==> src/sv/ssas_pkg.sv <==
`timescale 1ns / 1ps
// ----------------------------------------------------------------------------
// ssas_pkg
// Shared types and constants for the siren sweep and strobe core.
// ----------------------------------------------------------------------------
package ssas_pkg;

    localparam int TIME_BITS_DEF = 32;
    localparam int CFG_IDX_W     = 2;
    localparam int CFG_DATA_W    = 10;
    localparam int DUTY_W        = 10;
    localparam int AUDIO_STEP_W  = 8;
    localparam int FREQ_W        = 11;
    localparam int STEP_W        = 7;
    localparam int SUM_W         = 13;
    localparam int ELAPSED_W     = 10;
    localparam int HALF_CNT_W    = 10;

    localparam logic [CFG_IDX_W-1:0] CFG_STROBE_DUTY   = 2'd0;
    localparam logic [CFG_IDX_W-1:0] CFG_AUDIO_STEP_MS = 2'd1;

    localparam logic FUNC_TICK = 1'b0;
    localparam logic FUNC_MODE = 1'b1;

    typedef enum logic [2:0] {
        SIREN_OFF  = 3'd0,
        SIREN_WAIL = 3'd1,
        SIREN_YELP = 3'd2,
        SIREN_HILO = 3'd3,
        SIREN_WAR  = 3'd4,
        SIREN_HORN = 3'd5
    } t_mode;

    localparam logic [DUTY_W-1:0]       DUTY_RST       = 10'd800;
    localparam logic [AUDIO_STEP_W-1:0] AUDIO_STEP_RST = 8'd20;

    localparam logic [FREQ_W-1:0] FREQ_RST  = 11'd600;
    localparam logic [FREQ_W-1:0] FREQ_WAIL = 11'd600;
    localparam logic [FREQ_W-1:0] FREQ_YELP = 11'd700;
    localparam logic [FREQ_W-1:0] FREQ_LO   = 11'd700;
    localparam logic [FREQ_W-1:0] FREQ_HI   = 11'd1100;
    localparam logic [FREQ_W-1:0] FREQ_WAR  = 11'd300;
    localparam logic [FREQ_W-1:0] FREQ_HORN = 11'd420;

    localparam logic signed [STEP_W-1:0] STEP_RST     = 7'sd10;
    localparam logic signed [STEP_W-1:0] STEP_WAIL    = 7'sd12;
    localparam logic signed [STEP_W-1:0] STEP_YELP    = 7'sd40;
    localparam logic signed [STEP_W-1:0] STEP_NONE    = 7'sd0;
    localparam logic signed [STEP_W-1:0] STEP_WAR_UP  = 7'sd6;
    localparam logic signed [STEP_W-1:0] STEP_WAR_DN  = -7'sd4;

    localparam logic signed [SUM_W-1:0] WAIL_MAX = 13'sd1400;
    localparam logic signed [SUM_W-1:0] WAIL_MIN = 13'sd600;
    localparam logic signed [SUM_W-1:0] YELP_MAX = 13'sd1600;
    localparam logic signed [SUM_W-1:0] YELP_MIN = 13'sd700;
    localparam logic signed [SUM_W-1:0] WAR_MAX  = 13'sd900;
    localparam logic signed [SUM_W-1:0] WAR_MIN  = 13'sd300;

    localparam logic [HALF_CNT_W-1:0] HILO_HALF = 10'd500;
    localparam logic [HALF_CNT_W-1:0] HILO_LAST = 10'd999;

    localparam logic [ELAPSED_W-1:0] STROBE_WAIL  = 10'd400;
    localparam logic [ELAPSED_W-1:0] STROBE_WAR   = 10'd600;
    localparam logic [ELAPSED_W-1:0] STROBE_HORN  = 10'd80;
    localparam logic [ELAPSED_W-1:0] STROBE_OTHER = 10'd150;

    typedef struct packed {
        logic [DUTY_W-1:0]       strobe_duty;
        logic [AUDIO_STEP_W-1:0] audio_step_ms;
    } t_cfg;

    typedef struct packed {
        logic [DUTY_W-1:0] led_right_duty;
        logic [DUTY_W-1:0] led_left_duty;
        logic [FREQ_W-1:0] tone_freq;
        logic              tone_on;
    } t_result;

endpackage

==> src/sv/ssas_cfg.sv <==
`timescale 1ns / 1ps
// ----------------------------------------------------------------------------
// ssas_cfg
// Configuration register file: strobe duty and audio ramp interval.
// ----------------------------------------------------------------------------
module ssas_cfg (
    input  logic                             i_clk,
    input  logic                             i_rst_n,
    input  logic                             i_cfg_valid,
    output logic                             o_cfg_ready,
    input  logic [ssas_pkg::CFG_IDX_W-1:0]   i_cfg_index,
    input  logic [ssas_pkg::CFG_DATA_W-1:0]  i_cfg_data,
    output ssas_pkg::t_cfg                   o_cfg
);
    import ssas_pkg::*;

    logic [DUTY_W-1:0]       r_duty;
    logic [AUDIO_STEP_W-1:0] r_audio_step;

    assign o_cfg_ready = 1'b1;

    always_ff @(posedge i_clk) begin
        if (!i_rst_n) begin
            r_duty       <= DUTY_RST;
            r_audio_step <= AUDIO_STEP_RST;
        end else if (i_cfg_valid) begin
            unique case (i_cfg_index)
                CFG_STROBE_DUTY:   r_duty       <= i_cfg_data[DUTY_W-1:0];
                CFG_AUDIO_STEP_MS: r_audio_step <= i_cfg_data[AUDIO_STEP_W-1:0];
                default: ;
            endcase
        end
    end

    assign o_cfg.strobe_duty   = r_duty;
    assign o_cfg.audio_step_ms = r_audio_step;

endmodule

==> src/sv/ssas_engine.sv <==
`timescale 1ns / 1ps
// ----------------------------------------------------------------------------
// ssas_engine
// Siren state and single-pass next-state logic: time count, frequency ramp,
// hi-lo half count and strobe timing.
// ----------------------------------------------------------------------------
module ssas_engine #(
    parameter int TIME_BITS = ssas_pkg::TIME_BITS_DEF
) (
    input  logic              i_clk,
    input  logic              i_rst_n,
    input  logic              i_accept,
    input  logic              i_func,
    input  logic [2:0]        i_mode_sel,
    input  ssas_pkg::t_cfg    i_cfg,
    output ssas_pkg::t_result o_result
);
    import ssas_pkg::*;

    t_mode                     r_mode,     n_mode;
    logic [TIME_BITS-1:0]      r_time,     n_time;
    logic [HALF_CNT_W-1:0]     r_half,     n_half;
    logic [FREQ_W-1:0]         r_freq,     n_freq;
    logic signed [STEP_W-1:0]  r_step,     n_step;
    logic [ELAPSED_W-1:0]      r_aud_el,   n_aud_el;
    logic [ELAPSED_W-1:0]      r_str_el,   n_str_el;
    logic                      r_phase,    n_phase;
    logic                      r_lit,      n_lit;

    logic [ELAPSED_W-1:0]      aud_inc;
    logic [ELAPSED_W-1:0]      str_inc;
    logic [ELAPSED_W-1:0]      str_interval;
    logic signed [SUM_W-1:0]   sum;

    always_comb begin
        unique case (r_mode)
            SIREN_WAIL: str_interval = STROBE_WAIL;
            SIREN_WAR:  str_interval = STROBE_WAR;
            SIREN_HORN: str_interval = STROBE_HORN;
            default:    str_interval = STROBE_OTHER;
        endcase
    end

    // saturating elapsed counters; only off mode lets them run far
    assign aud_inc = (&r_aud_el) ? r_aud_el : r_aud_el + 1'b1;
    assign str_inc = (&r_str_el) ? r_str_el : r_str_el + 1'b1;
    assign sum = signed'({2'b00, r_freq}) + SUM_W'(r_step);

    always_comb begin
        n_mode   = r_mode;
        n_time   = r_time;
        n_half   = r_half;
        n_freq   = r_freq;
        n_step   = r_step;
        n_aud_el = r_aud_el;
        n_str_el = r_str_el;
        n_phase  = r_phase;
        n_lit    = r_lit;
        if (i_func == FUNC_MODE) begin
            if (i_mode_sel <= 3'(SIREN_HORN)) begin
                n_mode   = t_mode'(i_mode_sel);
                n_aud_el = '0;
                n_str_el = '0;
                unique case (t_mode'(i_mode_sel))
                    SIREN_OFF:  n_lit = 1'b0;
                    SIREN_WAIL: begin
                        n_freq = FREQ_WAIL;
                        n_step = STEP_WAIL;
                    end
                    SIREN_YELP: begin
                        n_freq = FREQ_YELP;
                        n_step = STEP_YELP;
                    end
                    SIREN_HILO: begin
                        n_freq = FREQ_LO;
                        n_step = STEP_NONE;
                    end
                    SIREN_WAR: begin
                        n_freq = FREQ_WAR;
                        n_step = STEP_WAR_UP;
                    end
                    default: begin
                        n_freq = FREQ_HORN;
                        n_step = STEP_NONE;
                    end
                endcase
            end
        end else begin
            n_time   = r_time + 1'b1;
            // half count tracks time mod 1000 and restarts with the time wrap
            n_half   = ((&r_time) || (r_half == HILO_LAST)) ? '0 : r_half + 1'b1;
            n_aud_el = aud_inc;
            n_str_el = str_inc;
            if (r_mode != SIREN_OFF) begin
                if (aud_inc >= ELAPSED_W'(i_cfg.audio_step_ms)) begin
                    n_aud_el = '0;
                    unique case (r_mode)
                        SIREN_WAIL: begin
                            n_freq = sum[FREQ_W-1:0];
                            if (sum >= WAIL_MAX || sum <= WAIL_MIN) n_step = -r_step;
                        end
                        SIREN_YELP: begin
                            n_freq = sum[FREQ_W-1:0];
                            if (sum >= YELP_MAX || sum <= YELP_MIN) n_step = -r_step;
                        end
                        SIREN_HILO: n_freq = (n_half >= HILO_HALF) ? FREQ_HI : FREQ_LO;
                        SIREN_WAR: begin
                            n_freq = sum[FREQ_W-1:0];
                            if (sum >= WAR_MAX)      n_step = STEP_WAR_DN;
                            else if (sum <= WAR_MIN) n_step = STEP_WAR_UP;
                        end
                        default: ;
                    endcase
                end
                if (str_inc >= str_interval) begin
                    n_str_el = '0;
                    n_phase  = ~r_phase;
                    n_lit    = 1'b1;
                end
            end
        end
    end

    always_ff @(posedge i_clk) begin
        if (!i_rst_n) begin
            r_mode   <= SIREN_OFF;
            r_time   <= '0;
            r_half   <= '0;
            r_freq   <= FREQ_RST;
            r_step   <= STEP_RST;
            r_aud_el <= '0;
            r_str_el <= '0;
            r_phase  <= 1'b0;
            r_lit    <= 1'b0;
        end else if (i_accept) begin
            r_mode   <= n_mode;
            r_time   <= n_time;
            r_half   <= n_half;
            r_freq   <= n_freq;
            r_step   <= n_step;
            r_aud_el <= n_aud_el;
            r_str_el <= n_str_el;
            r_phase  <= n_phase;
            r_lit    <= n_lit;
        end
    end

    assign o_result.tone_on        = (n_mode != SIREN_OFF);
    assign o_result.tone_freq      = n_freq;
    assign o_result.led_left_duty  = (n_lit && n_phase)  ? i_cfg.strobe_duty : '0;
    assign o_result.led_right_duty = (n_lit && !n_phase) ? i_cfg.strobe_duty : '0;

`ifndef SYNTH
    a_half_range: assert property (@(posedge i_clk) disable iff (!i_rst_n)
        r_half <= HILO_LAST)
        else $error("hi-lo half count out of range");

    a_strobe_bound: assert property (@(posedge i_clk) disable iff (!i_rst_n)
        (r_mode != SIREN_OFF) |-> (r_str_el <= STROBE_WAR))
        else $error("strobe elapsed count overran its interval");

    a_audio_bound: assert property (@(posedge i_clk) disable iff (!i_rst_n)
        (r_mode != SIREN_OFF) |-> (r_aud_el <= ELAPSED_W'(8'hFF)))
        else $error("audio elapsed count overran its interval");

    a_off_holds_freq: assert property (@(posedge i_clk) disable iff (!i_rst_n)
        (i_accept && i_func == FUNC_TICK && r_mode == SIREN_OFF) |=> $stable(r_freq))
        else $error("frequency moved while off");
`endif

endmodule

==> src/sv/ssas_out_stage.sv <==
`timescale 1ns / 1ps
// ----------------------------------------------------------------------------
// ssas_out_stage
// Result register between the next-state logic and the master stream.
// ----------------------------------------------------------------------------
module ssas_out_stage (
    input  logic              i_clk,
    input  logic              i_rst_n,
    input  logic              i_load,
    input  ssas_pkg::t_result i_result,
    input  logic              i_take,
    output logic              o_room,
    output logic              o_valid,
    output ssas_pkg::t_result o_result
);
    import ssas_pkg::*;

    logic    r_valid;
    t_result r_result;

    assign o_room = !r_valid || i_take;

    always_ff @(posedge i_clk) begin
        if (!i_rst_n) begin
            r_valid <= 1'b0;
        end else if (i_load) begin
            r_valid <= 1'b1;
        end else if (i_take) begin
            r_valid <= 1'b0;
        end
    end

    always_ff @(posedge i_clk) begin
        if (i_load) begin
            r_result <= i_result;
        end
    end

    assign o_valid  = r_valid;
    assign o_result = r_result;

`ifndef SYNTH
    a_no_overwrite: assert property (@(posedge i_clk) disable iff (!i_rst_n)
        (r_valid && !i_take) |-> !i_load)
        else $error("result overwritten before transfer");

    a_hold_stalled: assert property (@(posedge i_clk) disable iff (!i_rst_n)
        (r_valid && !i_take) |=> (r_valid && $stable(r_result)))
        else $error("stalled result changed");

    a_load_valid: assert property (@(posedge i_clk) disable iff (!i_rst_n)
        i_load |=> r_valid)
        else $error("loaded result not presented");
`endif

endmodule

==> src/sv/siren_sweep_and_strobe_core.sv <==
`timescale 1ns / 1ps
// ----------------------------------------------------------------------------
// siren_sweep_and_strobe_core
// Siren tone sweep and left/right strobe controller, one result per item.
// ----------------------------------------------------------------------------
// Each input transfer is a 1 ms tick (tuser 0) or a mode change (tuser 1,
// mode in tdata[2:0]: off, wail, yelp, hi-lo, war, horn; codes 6 and 7 are
// ignored). Every transfer yields exactly one result in the cycle after it, taken
// from a single next-state pass over the state registers; a new item is
// accepted every cycle, and s_axis_tready falls only while the result
// register is full and the downstream side stalls. No clearing pass after
// reset. Result tdata: tone_on [0], tone_freq [11:1], led_left_duty [21:12],
// led_right_duty [31:22].
// ----------------------------------------------------------------------------
module siren_sweep_and_strobe_core #(
    parameter int TIME_BITS = ssas_pkg::TIME_BITS_DEF
) (
    input  logic                            i_clk,
    input  logic                            i_rst_n,
    input  logic                            s_axis_tvalid,
    output logic                            s_axis_tready,
    input  logic [7:0]                      s_axis_tdata,  // mode select [2:0], zeros
    input  logic                            s_axis_tuser,  // func
    output logic                            m_axis_tvalid,
    input  logic                            m_axis_tready,
    // tone_on, tone_freq, led_left_duty, led_right_duty
    output logic [31:0]                     m_axis_tdata,
    input  logic                            i_cfg_valid,
    output logic                            o_cfg_ready,
    input  logic [ssas_pkg::CFG_IDX_W-1:0]  i_cfg_index,
    input  logic [ssas_pkg::CFG_DATA_W-1:0] i_cfg_data
);
    import ssas_pkg::*;

    t_cfg    cfg;
    t_result next_result;
    t_result out_result;
    logic    room;
    logic    in_xfer;
    logic    out_xfer;

    assign s_axis_tready = room;
    assign in_xfer       = s_axis_tvalid && room;
    assign out_xfer      = m_axis_tvalid && m_axis_tready;

    ssas_cfg u_cfg (
        .i_clk       (i_clk),
        .i_rst_n     (i_rst_n),
        .i_cfg_valid (i_cfg_valid),
        .o_cfg_ready (o_cfg_ready),
        .i_cfg_index (i_cfg_index),
        .i_cfg_data  (i_cfg_data),
        .o_cfg       (cfg)
    );

    ssas_engine #(
        .TIME_BITS (TIME_BITS)
    ) u_engine (
        .i_clk      (i_clk),
        .i_rst_n    (i_rst_n),
        .i_accept   (in_xfer),
        .i_func     (s_axis_tuser),
        .i_mode_sel (s_axis_tdata[2:0]),
        .i_cfg      (cfg),
        .o_result   (next_result)
    );

    ssas_out_stage u_out (
        .i_clk    (i_clk),
        .i_rst_n  (i_rst_n),
        .i_load   (in_xfer),
        .i_result (next_result),
        .i_take   (out_xfer),
        .o_room   (room),
        .o_valid  (m_axis_tvalid),
        .o_result (out_result)
    );

    assign m_axis_tdata = {out_result.led_right_duty, out_result.led_left_duty,
                           out_result.tone_freq, out_result.tone_on};

endmodule
==> config.mk <==
export PLATFORM = sky130hd
export DESIGN_NAME = siren_sweep_and_strobe_core
export DESIGN_NICKNAME = d
export VERILOG_FILES = /design/src/sv/ssas_pkg.sv /design/src/sv/ssas_cfg.sv /design/src/sv/ssas_engine.sv /design/src/sv/ssas_out_stage.sv /design/src/sv/siren_sweep_and_strobe_core.sv
export SDC_FILE = /design/constraint.sdc
export NUM_CORES = 1
export LEC_CHECK = 0
export CORE_ASPECT_RATIO = 1.4
export CORE_MARGIN = 4
export CORE_UTILIZATION = 50
export DETAILED_ROUTE_END_ITERATION = 8
export DONT_BUFFER_PORTS = 1
export PLACE_DENSITY = 0.67
export SYNTH_ARGS = -nofsm -noshare
export SYNTH_HDL_FRONTEND = slang
export SYNTH_SLANG_ARGS = --single-unit
==> constraint.sdc <==
create_clock -name i_clk -period 4.05 [get_ports i_clk]
set_input_delay 0.81 -clock i_clk [delete_from_list [all_inputs] [get_ports i_clk]]
set_output_delay 0.81 -clock i_clk [all_outputs]
set_load 0.03 [all_outputs]
Word level (Yosys, flattened, before mapping)
Cells that the tools add are included. Widths: inputs -> output; s select.

$add $sub $neg: 6. $lt $le $gt $ge: 10. Equal/unequal tests: 16. Muxes and demuxes: 40. Bitwise logic cells: 2. Reduce and logical (&&, ||, !) cells: 28.

Operator list (count): $mux 10 (10); $mux 7 (8); $mux 11 (5); $pmux 11 s4 (1); $add 32x1->32 const B (1); $reduce_and 32->1 (1); $add 10x1->10 const B (3); $pmux 10 s3 (1); $pmux 7 s4 (1); $ge 13x12->1 const B (2); $le 13x11->1 const B (2); $pmux 11 s2 (1); $pmux 7 s3 (1); $reduce_and 10->1 (2); $add 12x7->13 (1); $ge 13x11->1 const B (1); $le 13x10->1 const B (1); $eq 3x2->1 const B (4); $eq 10x10->1 const B (1); $ge 10x10->1 (1); $ge 10x8->1 (1); $ge 10x9->1 const B (1); $mux 1 (10); $eq 3x3->1 const B (3); other kinds (22) (39).

Flip-flop bits (word level): 136. Input bits: 26. Output and inout bits: 35. Word-level logic and storage cells: 118.

Longest topological paths before layout
Depth after elaboration: 9. Gate-level depth with buffers: 15. Mapped depth without buffers: 14.

By module
From an unflattened synthesis, not the netlist that was laid out.

Cell total of the unflattened synthesis: 935. Area total of the unflattened synthesis: 7963.9 µm².

Modules (own cells, without submodules): ssas_engine (times used 1, cells each 820, area an instance 6187.2 µm²); ssas_out_stage (times used 1, cells each 36, area an instance 1009.7 µm²); ssas_cfg (times used 1, cells each 77, area an instance 754.5 µm²); siren_sweep_and_strobe_core (times used 1, cells each 2, area an instance 12.5 µm²).

Worst setup path after synthesis
Ideal clock, no wire load.

Path type: register to register. From: register u_engine.r_aud_el[0]. To: register u_engine.r_aud_el[3]. Setup time: 0.076 ns. Arrival: 3.329 ns. Data required time: 3.974 ns. Setup slack: 0.646 ns. Cell stages (with the launch flop): 15. Cell sequence: dfxtp_1 > ha_1 > and3_1 > nand3_1 > and4_1 > xor2_1 > ha_1 > a21o_1 > a21o_1 > a211oi_1 > and2_1 > o21ai_1 > clkbuf_1 > or3_1 > a21boi_0.

Longest elaborated chain between the ends: 6. Elaborated cells on any way between the ends: 7.

RTL lines: from (decl) (line ssas_engine.sv:25) `logic [ELAPSED_W-1:0] r_aud_el, n_aud_el;`; from (signal assigned) (line ssas_engine.sv:141) `r_aud_el <= n_aud_el;`; $add 10x1->10 or $reduce_and 10->1 (tied branches) (line ssas_engine.sv:45) `assign aud_inc = (&r_aud_el) ? r_aud_el : r_aud_el + 1'b1;`; $mux 10 (*) (line ssas_engine.sv:45); $ge 10x8->1 (line ssas_engine.sv:95) `if (aud_inc >= ELAPSED_W'(i_cfg.audio_step_ms)) begin`; $mux 10 (line ssas_engine.sv:95); $mux 10 (*) (line ssas_engine.sv:94) `if (r_mode != SIREN_OFF) begin`; $mux 10 (*) (line ssas_engine.sv:59) `if (i_func == FUNC_MODE) begin`.

Every way passes the cells marked *; elsewhere a longest branch is shown, timed or not. A chain may end at the register's enable or synchronous reset.

Final worst setup path
From: register u_engine.r_aud_el[2]. To: register u_engine.r_aud_el[3].

The elaborated chain is that of the path after synthesis.

==> summary.md <==
| Metric | Value |
|---|---|
| Result of the run | complete, no violations |
| Global Route met2 Usage | 36.3% |
| Synth warnings | 0 |
| Chip height | 156 um |
| Initial detailed-routing violation count | 316 |
| Clock tree from TritonCTS | built |
| Initial antenna violation count | 0 |
| Fraction of met3 tracks used by global routing | 4.31% |
| Antenna cells | 0 |
| Crit path capture type | register |
| Worst Hold Class | reg2reg |
| Number of port buffers | 0 |
| Placeable Area | 15200 sq um |
| Nets | 942 |
| Number of maximum-capacitance constraint violations | 0 |
| Total negative setup slack | 0 ps |
| Max frequency | 269 MHz |
| Synthesized area | 7790 sq um |
| Pre-CTS setup slack | 137 ps |
| Number of sinks driven by the clock tree | 135 |
| Reg2Reg Setup Slack | 330 ps |
| Total of endpoints with negative setup slack in the final report | 0 |
| Share of the synthesized area in the top cell type | 26.5% |
| Final worst path period share | 91.8% |
| Post-route cell area | 8530 sq um |
| Final clock skew | 12.2 ps |
| Number of buffers added by the clock tree synthesis step | 17 |
| Leakage power figure | 3.20 nW |
| Clock period minus final worst setup slack | 3720 ps |
| Worst-margin pin slew | 783 ps |
| Clock Pin Slew Worst Setup and Hold Paths | 60 ps |
| Drt wl/cell | 16.0 um |
| Net switching power figure | 0.000862 W |
| Pins over their slew limit | 0 |
| Worst setup path category | reg2reg |
| Share of total power in combinational logic | 9.2% |
| Number of nets in the synthesized netlist | 952 |
| Post-synth EDFFs | 32 |
| Total half-perimeter wirelength after legalization and detailed placement | 12200 um |
| Overall overflow remaining after global route | 0 |
| Fraction of the core area covered by cells at the end of the flow | 56.2% |
| Post-CTS sizing | 0 |
| DIE AREA | 17700 sq um |
| Post-detailed-placement cell area | 7950 sq um |
| Overall routed net length | 17300 um |
| Total routing resource utilization after global routing | 20.0% |
| I/O pins | 61 |
| Total number of H-tree levels | 4 |
| Internal power contribution | 0.00241 W |
| Average cell area after synthesis | 8.73 sq um |
| Slew HR | 47.0% |
| TritonRoute pass-1 iters | 5 |
| Library cell occupying the most area in the post-synthesis netlist | sky130_fd_sc_hd__dfxtp_1 |
| Root buffer selected by CTS | sky130_fd_sc_hd__clkbuf_16 |
| VDD IR max | 0.000254 V |
| Total Power | 0.00327 W |
| Post-synth cell types | 72 |
| Area contributors post-synth | sky130_fd_sc_hd__dfxtp_1 26%, sky130_fd_sc_hd__edfxtp_1 12%, sky130_fd_sc_hd__ha_1 5.3% |
| Met1 global-route usage | 22.6% |
| Fraction of final layout cells with drive strength greater than 1 | 8.16% |
| Starting utilization of the core area | 51.3% |
| Vias in the first global route | 6020 |
| Number of flip-flops and latches in the synthesized netlist | 135 |
| Sequential share of power | 45.6% |
| Vias | 6261 |
| Setup repair after global routing missed its margin | no |
| Dominant synthesized flop cell | sky130_fd_sc_hd__dfxtp_1 |
| Data arrival time of the critical path | 4060 ps |
| Type of origin of the critical path | register |
| Highest net fanout along the worst path | 9 |
| Maximum clock path buffer count | 2 |
| Count of buffers added by post-CTS timing repair for setup | 0 |
| Part of the total power dissipated in the clock network | 45.2% |
| Global-route wire length before repair | 28800 um |
| Hold_buf cts | 0 |
| Pin count of the biggest net entering global routing | 110 |
| Busiest metal layer after global routing | met2 |
| Antenna violation net count after detailed routing | 0 |
| Power density over cell area | 383 nW/um^2 |
| Share of flip-flops with an asynchronous set or reset | 0% |
| Number of cells produced by synthesis | 892 |
| GPL Wtd Cong | 0.862 |
| Detailed-route vias per instance | 5.76 |
| Portion of the post-synthesis area used by sequential elements | 38.8% |
| Site Rows | 53 |
| Insertion delay to the later sink of the worst-skew pair | 420 ps |
| Count of unresolved DRC violations after routing | 0 |
| Final worst-path setup slack | 333 ps |
| Layout area overhead | 9.54% |
| Endpoints failing hold | 0 |
| Worst path required time | 4390 ps |
| Sw Share | 26.4% |
| Die span in x | 114 um |
-- final timing paths --
kind / startpoint / cells after the start / endpoint
worst min-delay path: u_cfg.r_duty[6] / 2 / u_cfg.r_duty[6]
worst max-delay path: u_engine.r_aud_el[2] / 15 / u_engine.r_aud_el[3]
worst max register to register: u_engine.r_aud_el[2] / 15 / u_engine.r_aud_el[3]
worst min register to register: u_cfg.r_duty[6] / 2 / u_cfg.r_duty[6]
-- stage by stage --
step / cells / hold WS (ps)
finish: 1087 / 468
global route: 1087 / 475
CTS: 1087 / 445
detailed placement: 1055 / 463
global placement: 1055 / 452
floorplan: 892 / 447
-- Yosys cell counts (4+ instances only) --
cell type / n
sky130_fd_sc_hd__nand4_1: 16
sky130_fd_sc_hd__clkbuf_1: 34
sky130_fd_sc_hd__xor2_1: 11
sky130_fd_sc_hd__o211ai_1: 7
sky130_fd_sc_hd__nand3_1: 32
sky130_fd_sc_hd__nand3b_1: 5
sky130_fd_sc_hd__nor4_1: 5
sky130_fd_sc_hd__nor2b_1: 52
sky130_fd_sc_hd__a21boi_0: 35
sky130_fd_sc_hd__xnor2_1: 43
sky130_fd_sc_hd__dfxtp_1: 103
sky130_fd_sc_hd__ha_1: 33
sky130_fd_sc_hd__edfxtp_1: 32
sky130_fd_sc_hd__buf_2: 4
sky130_fd_sc_hd__a211oi_1: 5
sky130_fd_sc_hd__a21o_1: 8
sky130_fd_sc_hd__o21a_1: 5
sky130_fd_sc_hd__a31oi_1: 12
sky130_fd_sc_hd__and2_1: 37
sky130_fd_sc_hd__o31ai_1: 7
sky130_fd_sc_hd__nand2b_1: 10
sky130_fd_sc_hd__and4_1: 9
sky130_fd_sc_hd__nand2_1: 102
sky130_fd_sc_hd__nor2_1: 38
sky130_fd_sc_hd__mux2i_1: 13
sky130_fd_sc_hd__inv_1: 31
sky130_fd_sc_hd__or3_1: 13
sky130_fd_sc_hd__and3_1: 18
sky130_fd_sc_hd__nor3_1: 14
sky130_fd_sc_hd__o21ai_0: 54
sky130_fd_sc_hd__a22oi_1: 16
sky130_fd_sc_hd__a21oi_1: 26
-- flip-flops by register name (all words and copies together), names as in the netlist --
name / cells
u_out.o_result: 32
u_engine.r_time: 32
u_engine.r_aud_el: 10
u_engine.r_half: 10
u_out.o_valid: 1
u_engine.r_phase: 1
u_engine.r_lit: 1
u_engine.r_mode: 3
u_cfg.r_audio_step: 8
u_engine.r_str_el: 10
u_engine.r_step: 6
u_cfg.r_duty: 10
u_engine.r_freq: 11
-- power by group through the flow --
stage,registers [W],logic [W],clock network (W)
6_report,0.00149,0.000301,0.00148
5_1_grt,0.00149,0.000332,0.00157
3_5_place_dp,0.00152,0.000296,0
4_1_cts,0.00149,0.000298,0.00151
2_1_floorplan,0.00151,0.000254,0
3_3_place_gp,0.00152,0.000294,0
-- critical path: stages, from the launching register on --
cell and delay (ps):
sky130_fd_sc_hd__dfxtp_1 420, sky130_fd_sc_hd__and3_2 260, sky130_fd_sc_hd__and3_1 200, sky130_fd_sc_hd__nand3_2 160, sky130_fd_sc_hd__and4_1 300, sky130_fd_sc_hd__xor2_1 160
sky130_fd_sc_hd__ha_1 300, sky130_fd_sc_hd__a21o_1 160, sky130_fd_sc_hd__a21o_1 180, sky130_fd_sc_hd__a211oi_1 280, sky130_fd_sc_hd__buf_4 190, sky130_fd_sc_hd__and2_1 220
sky130_fd_sc_hd__o21ai_2 160, sky130_fd_sc_hd__buf_4 200, sky130_fd_sc_hd__or3_1 290, sky130_fd_sc_hd__a21boi_0 160
-- layer usage --
metal / up-vias / wire (um)
li1: 3170 / -
met1: 2955 / 7330
met2: 117 / 9100
met3: 19 / 652
met4: 0 / 251
met5: - / 0
-- layout make-up --
class / count / area [sq um]
fillers: 1391 / 6650
multi-input cells: 684 / 4500
flip-flops and latches: 135 / 3030
clock buffers: 20 / 447
well taps: 192 / 240
inverters: 32 / 120
clock inverters: 12 / 115
repair buffers: 12 / 90.1
-- cell usage in the layout (no fill, tap or decap), drive strengths merged, types with 3 or more instances in the layout --
cell	synthesis	layout
dfxtp	103	103
nand2	102	102
o21ai	57	57
nor2b	52	52
xnor2	43	43
nor2	40	40
and2	37	37
inv	31	37
a21boi	35	35
ha	33	33
edfxtp	32	32
nand3	32	32
a21oi	27	27
clkbuf	34	20
and3	18	18
nand4	16	16
a22oi	16	16
nor3	14	14
mux2i	14	14
or3	13	13
a31oi	12	12
buf	7	12
xor2	11	11
nand2b	10	10
and4	9	9
a21o	9	9
o211ai	7	7
o31ai	7	7
a211oi	7	7
o21a	5	5
nand3b	5	5
nor4	5	5
o21bai	4	4
a221oi	4	4
or3b	3	3
a31o	3	3
or2	3	3
o221a	3	3
clkinvlp	0	3
clkinv	1	3
-- cells by family (layout without fill, tap and decap cells) --
family                   after synthesis  in the layout  synth area share (%)
XOR/XNOR                              54             54                  6.07
AO/OA/AOI/OAI                        215            215                  19.1
multiplexers                          15             15                  1.99
adder cells (fa/ha/maj)               34             34                  5.56
other                                  1              1                0.0481
AND/OR/NAND/NOR                      365            365                  24.7
buffers and inverters                 73             76                  3.73
flip-flops                           135            135                  38.8
Power figures use the tool's default switching activity.
